**config.mk**
```make
export PLATFORM = sky130hd
export DESIGN_NAME = vpct_cmd_decode
export DESIGN_NICKNAME = d
export VERILOG_FILES = /design/src/hdl/vpct_pkg.sv /design/src/hdl/vpct_cmd_decode.sv
export SDC_FILE = /design/constraint.sdc
export NUM_CORES = 1
export LEC_CHECK = 0
export ABC_CLOCK_PERIOD_IN_PS = 1000
export BUFFER_PORTS_ARGS = -buffer_cell sky130_fd_sc_hd__buf_2
export CORE_AREA = 2 2 39 41
export DETAILED_ROUTE_END_ITERATION = 12
export DIE_AREA = 0 0 41 43
export PLACE_DENSITY = 0.78
export SYNTH_ARGS = -nofsm -noshare
export SYNTH_HDL_FRONTEND = slang
export SYNTH_SLANG_ARGS = --single-unit
```
**constraint.sdc**
```tcl
create_clock -name vclk -period 1
set_clock_uncertainty 0.15 [all_clocks]
set_input_delay 0.15 -clock vclk [all_inputs]
set_output_delay 0.15 -clock vclk [all_outputs]
set_load 0.05 [all_outputs]
```
**src/hdl/vpct_pkg.sv**
```systemverilog
// shared types and codes for the video port command transfer unit
// no dependencies
package vpct_pkg;

    localparam logic [2:0] CMD_CTRL_WORD  = 3'd0;
    localparam logic [2:0] CMD_CTRL_LONG  = 3'd1;
    localparam logic [2:0] CMD_DATA_WRITE = 3'd2;
    localparam logic [2:0] CMD_DATA_READ  = 3'd3;
    localparam logic [2:0] CMD_STATUS     = 3'd4;

    localparam logic [2:0] T_VRAM  = 3'd0;
    localparam logic [2:0] T_CRAM  = 3'd1;
    localparam logic [2:0] T_VSRAM = 3'd2;
    localparam logic [2:0] T_DATA  = 3'd3;
    localparam logic [2:0] T_BUS   = 3'd4;

    localparam logic [2:0] E_OK     = 3'd0;
    localparam logic [2:0] E_NOXFER = 3'd1;
    localparam logic [2:0] E_UNSUP  = 3'd2;
    localparam logic [2:0] E_BADCMD = 3'd3;
    localparam logic [2:0] E_ODD    = 3'd4;
    localparam logic [2:0] E_RANGE  = 3'd5;
    localparam logic [2:0] E_DIR    = 3'd6;

    localparam logic [3:0] CODE_VRAM_RD  = 4'd0;
    localparam logic [3:0] CODE_VRAM_WR  = 4'd1;
    localparam logic [3:0] CODE_CRAM_WR  = 4'd3;
    localparam logic [3:0] CODE_VSRAM_RD = 4'd4;
    localparam logic [3:0] CODE_VSRAM_WR = 4'd5;
    localparam logic [3:0] CODE_CRAM_RD  = 4'd8;

    localparam logic [15:0] CMD_MASK     = 16'hff0c;
    localparam logic [15:0] REG_TAG_MASK = 16'he000;
    localparam logic [15:0] REG_TAG      = 16'h8000;
    localparam logic [15:0] STATUS_BASE  = 16'h3608;
    localparam logic [15:0] STATUS_PAL   = 16'h0002;
    localparam logic [7:0]  SRC_MASK_LO  = 8'h7f;
    localparam logic [7:0]  SRC_MASK_HI  = 8'h3f;
    localparam logic [1:0]  FILL_MODE    = 2'b10;

    typedef struct packed {
        logic        bad;
        logic [15:0] addr;
        logic        dma;
        logic        fill;
        logic        copy;
        logic [2:0]  dst;
        logic [2:0]  src;
    } t_cmd_dec;

endpackage

```
**src/hdl/vpct_cmd_decode.sv**
```systemverilog
// decodes a 32-bit port command into target, direction and transfer kind
// depends on vpct_pkg
module vpct_cmd_decode (
    input  logic [31:0]        i_cmd,
    input  logic [7:0]         i_dma_mode,
    output vpct_pkg::t_cmd_dec o_dec
);

    logic [3:0] code;
    logic [2:0] tgt;
    logic       rd;
    logic       known;
    logic [2:0] src_w;

    always_comb begin
        code  = {i_cmd[5:4], i_cmd[31:30]};
        tgt   = vpct_pkg::T_VRAM;
        rd    = 1'b0;
        known = 1'b1;
        unique case (code)
            vpct_pkg::CODE_VRAM_RD: begin
                tgt = vpct_pkg::T_VRAM;
                rd  = 1'b1;
            end
            vpct_pkg::CODE_VRAM_WR: begin
                tgt = vpct_pkg::T_VRAM;
            end
            vpct_pkg::CODE_CRAM_WR: begin
                tgt = vpct_pkg::T_CRAM;
            end
            vpct_pkg::CODE_VSRAM_RD: begin
                tgt = vpct_pkg::T_VSRAM;
                rd  = 1'b1;
            end
            vpct_pkg::CODE_VSRAM_WR: begin
                tgt = vpct_pkg::T_VSRAM;
            end
            vpct_pkg::CODE_CRAM_RD: begin
                tgt = vpct_pkg::T_CRAM;
                rd  = 1'b1;
            end
            default: begin
                known = 1'b0;
            end
        endcase
        o_dec.bad  = ((i_cmd[15:0] & vpct_pkg::CMD_MASK) != 16'h0000) || !known;
        o_dec.addr = {i_cmd[1:0], i_cmd[29:16]};
        o_dec.dma  = i_cmd[7];
        o_dec.fill = i_cmd[7] && (i_dma_mode[7:6] == vpct_pkg::FILL_MODE);
        o_dec.copy = i_cmd[7] && !o_dec.fill;
        if (i_cmd[6]) begin
            src_w = vpct_pkg::T_VRAM;
        end else if (o_dec.copy) begin
            src_w = vpct_pkg::T_BUS;
        end else begin
            src_w = vpct_pkg::T_DATA;
        end
        o_dec.src = rd ? tgt : src_w;
        o_dec.dst = rd ? src_w : tgt;
    end

endmodule

```
== After elaboration in Yosys (flattened, before gate mapping) ==
Index checks and enable logic that the tools add are counted.

* Logic and storage cells: 24
* Output and inout port bits: 26
* Input port bits: 40
* Register bits after elaboration: 0

* Equal/unequal tests: 6
* Muxes and demuxes: 7
* Reductions and logical operators: 11

{| class="wikitable"
|+ Operator list
! kind !! number
|-
| 16-bit nonzero test || 1
|-
| 3-bit two-way mux || 4
|-
| 4-bit by 3-bit equality test with 1-bit output, second input constant || 2
|-
| 6-bit OR reduction || 1
|-
| 4-bit by 1-bit equality test with 1-bit output, second input constant || 1
|-
| 4-bit by 2-bit equality test with 1-bit output, second input constant || 1
|-
| 4-bit equality test, second input constant || 1
|-
| 4-bit zero test || 1
|-
| 2-bit one-hot mux with 2 select lines || 1
|-
| 2-bit OR reduction || 2
|-
| 3-bit OR reduction || 1
|-
| 2-bit equality test, second input constant || 1
|-
| 1-bit logical AND || 2
|-
| 1-bit zero test || 2
|-
| 1-bit two-way mux || 2
|-
| 1-bit logical OR || 1
|}

== Longest topological paths before layout ==
* Depth in word-level cells: 7
* Depth in mapped cells: 4
* Depth with buffers taken out: 3

== Least setup slack after synthesis ==
No wires, ideal clock.

* Path kind: input-to-output
* Start point: in i_dma_mode[6]
* End point: out o_dec[5] (netlist bit)
* Slack: -1.140 ns
* Arrival time: 1.840 ns
* Buffers on the path: 0
* Required time: 0.700 ns
* Stages on the path: 3
* Path through: nand2b_4 -> nand2_1 -> nor4_1

{| class="wikitable"
|+ RTL lines
! item !! line !! RTL
|-
| from (decl) || vpct_cmd_decode.sv:5 || <nowiki>input logic [7:0] i_dma_mode,</nowiki>
|-
| to (decl) || vpct_cmd_decode.sv:6 || <nowiki>output vpct_pkg::t_cmd_dec o_dec</nowiki>
|}

==> summary.md <==
| Metric | Value |
|---|---|
| Post-DP Area | `about 470 µm²` |
| Most common cell after layout, fill and taps aside | `buf_6` |
| CP dominant cell by count | `buf_6` |
| Period Utilization, post-route | `1.29` |
| Antenna-violating nets left | `0` |
| First drt pass iteration count | `1` |
| Gr ovfl total | `0` |
| Seq Cell Count | `0` |
| DP Wirelength | `approximately 650 µm` |
| Via count | `between 300 and 400` |
| Violated checks | `negative setup slack` |
| Register area | `0 µm²` |
| Yosys cell types | `17` |
| Hold Path Stages | `0` |
| Yosys top cell area share | `0.427` |
| HP Class | `input pin to output pin` |
| Status | `finished, violations left` |
| Main combinational cell family by area after synthesis | `buffers and inverters` |
| CP Class | `input pin to output pin` |
| Max incr delay on CP | `~0.28 ns` |
| Peak supply drop | `approximately 0.26 mV` |
| Drt wl/cell | `approximately 11 µm` |
| Syn avg cell area | `approximately 7.0 µm²` |
| Synth Area in Adders | `0` |
| Max_cap viols | `0` |
| Antenna diode count | `0` |
| # DRC | `0` |
| Largest net degree at the start of global routing | `9` |
| Seq/Total Area, Yosys | `0` |
| Port bufs | `28` |
| Wire length of the first global-routing pass | `between 1 and 1.5 mm` |
| Final WL | `between 800 and 900 µm` |
| RSZ-0062 raised after global routing | `true` |
| LEAKAGE | `approximately 0.0003 µW` |
| Final setup violation count | `8` |
| Worst-path cell chain | `buf_6 -> nand2b_4 -> buf_6 -> nand2_8 -> nor4_4 -> buf_6` |
| Crit-path max FO | `4` |
| Initial Utilization | `0.216` |
| Mapped Area | `approximately 300 µm²` |
| Ys Warns | `0` |
| Simple-Gate Fraction of Synth Area | `0.255` |
| CP Data Arrival Time | `roughly 1 ns` |
| Max Fclk | `773 MHz` |
| Share of layout cells above drive strength 1 | `0.862` |
| Layout Utilization | `0.473` |
| Placer Congestion | `0.714` |
| Vias in the first global route | `337` |
| Final nets | `approximately 110` |
| Die area | `about 1800 µm²` |
| Worst setup EP type | `output pin` |
| Syn nets | `83` |
| IO Pins | `66` |
| Most frequent cells in the layout | `13 x buf_6, 12 x buf_2, 9 x buf_4` |
| Req. time, crit path | `0.70 ns` |
| Syn-to-layout area delta | `119%` |
| Worst-margin pin slew | `0.241 ns` |
| # rows | `14` |
| Fin. Hold Viols | `0` |
| Cell taking the most area after synthesis | `buf_4` |
| Pwr Density | `about 540 nW/µm²` |
| Post-Syn Instances | `43` |
| Final Critical Period | `around 1.3 ns` |
| Worst path slowest cell | `nor4_4` |
| Vias per cell | `between 4 and 5` |
| Largest cells by area after synthesis | `buf_4 43%, o21ba_2 6.7%, nor4_1 6.3%` |
| Mux cell area share after synthesis | `0` |
| Die Ht | `~43 µm` |
| Clock buffer count | `0` |
| Xor and xnor area share after synthesis | `0` |
| Setup WS post-layout | `-0.293 ns` |
| GR Util All Layers | `0.106` |
| Initial antenna violation count | `0` |
| Slew Limit Fails | `0` |
| Startpoint Class | `input pin` |
| Core box area | `between 1000 and 1500 µm²` |
| Slew margin rel. | `0.838` |
| Pre-CTS WS | `-0.391 ns` |
| Compound-cell area share of the yosys netlist | `0.255` |
| Post-route cell area | `roughly 650 µm²` |
| DRT iter0 DRCs | `0` |
| Die X | `a little over 40 µm` |
[what timing repair did]
| item | in CTS | in global routing |
|---|---|---|
| gates resized for setup | 34 | 13 |
| setup buffers | 0 | 1 |
| endpoints found under the hold margin | 0 | 0 |
| pin swaps | 7 | 5 |
| endpoints found under the setup margin | 9 | 8 |
| hold buffers | 0 | 0 |
[final cells by class]
class	instances	area (µm²)
fill	125	729
inverter	2	10.0
multi-input combinational	23	263
tap	16	20.0
timing repair buffer	40	362
[synthesized netlist by cell type, drive strengths merged]
| master | number |
|---|---|
| nand2b | 1 |
| nor4 | 3 |
| o21ba | 2 |
| a21oi | 2 |
| a32o | 1 |
| nand2 | 2 |
| nor3 | 3 |
| inv | 2 |
| buf | 18 |
| o21a | 1 |
| o2bb2ai | 1 |
| a211o | 1 |
| a21o | 1 |
| nand4 | 1 |
| nor2 | 4 |
[through the flow]
stage / power [µW] / setup TNS, ns / std cells / hold WS, ns
after floorplan: 332 / -1.51 / 43 / 0.209
after global placement: 255 / -2.63 / 80 / 0.150
after detailed placement: 258 / -2.62 / 80 / 0.150
after CTS: 314 / -1.87 / 80 / 0.150
after global routing: 373 / -2.12 / 81 / 0.150
final: 351 / -1.84 / 81 / 0.150
[layer usage]
layer  track usage  share of wire  up-vias
met4        0.0200         0.0022        0
met5             0              0        -
li1              -              -      181
met1         0.123           0.34      158
met2         0.194           0.55       31
met3        0.0105           0.11        2
[worst max-delay path, delay by kind of cell]
family        cells  cell delay (ns)
simple gates      3             0.47
buf+inv           3             0.37
[kinds of logic after synthesis]
group / Yosys count
AND/OR/NAND/NOR: 14
AO/OA/AOI/OAI: 9
buffers and inverters: 20
[power breakdown]
group / leakage (µW) / switching [µW] / total (µW) / internal [µW]
combinational: 0.000299 / 176 / 351 / 175
sequential: 0 / 0 / 0 / 0
clock: 0 / 0 / 0 / 0
[final timing paths]
check | start | to | slack (ns)
setup / recovery | i_dma_mode[6] | o_dec[5] | -0.29
hold / removal | i_cmd[23] | o_dec[16] | 0.15
(Power assumes the default switching activity.)
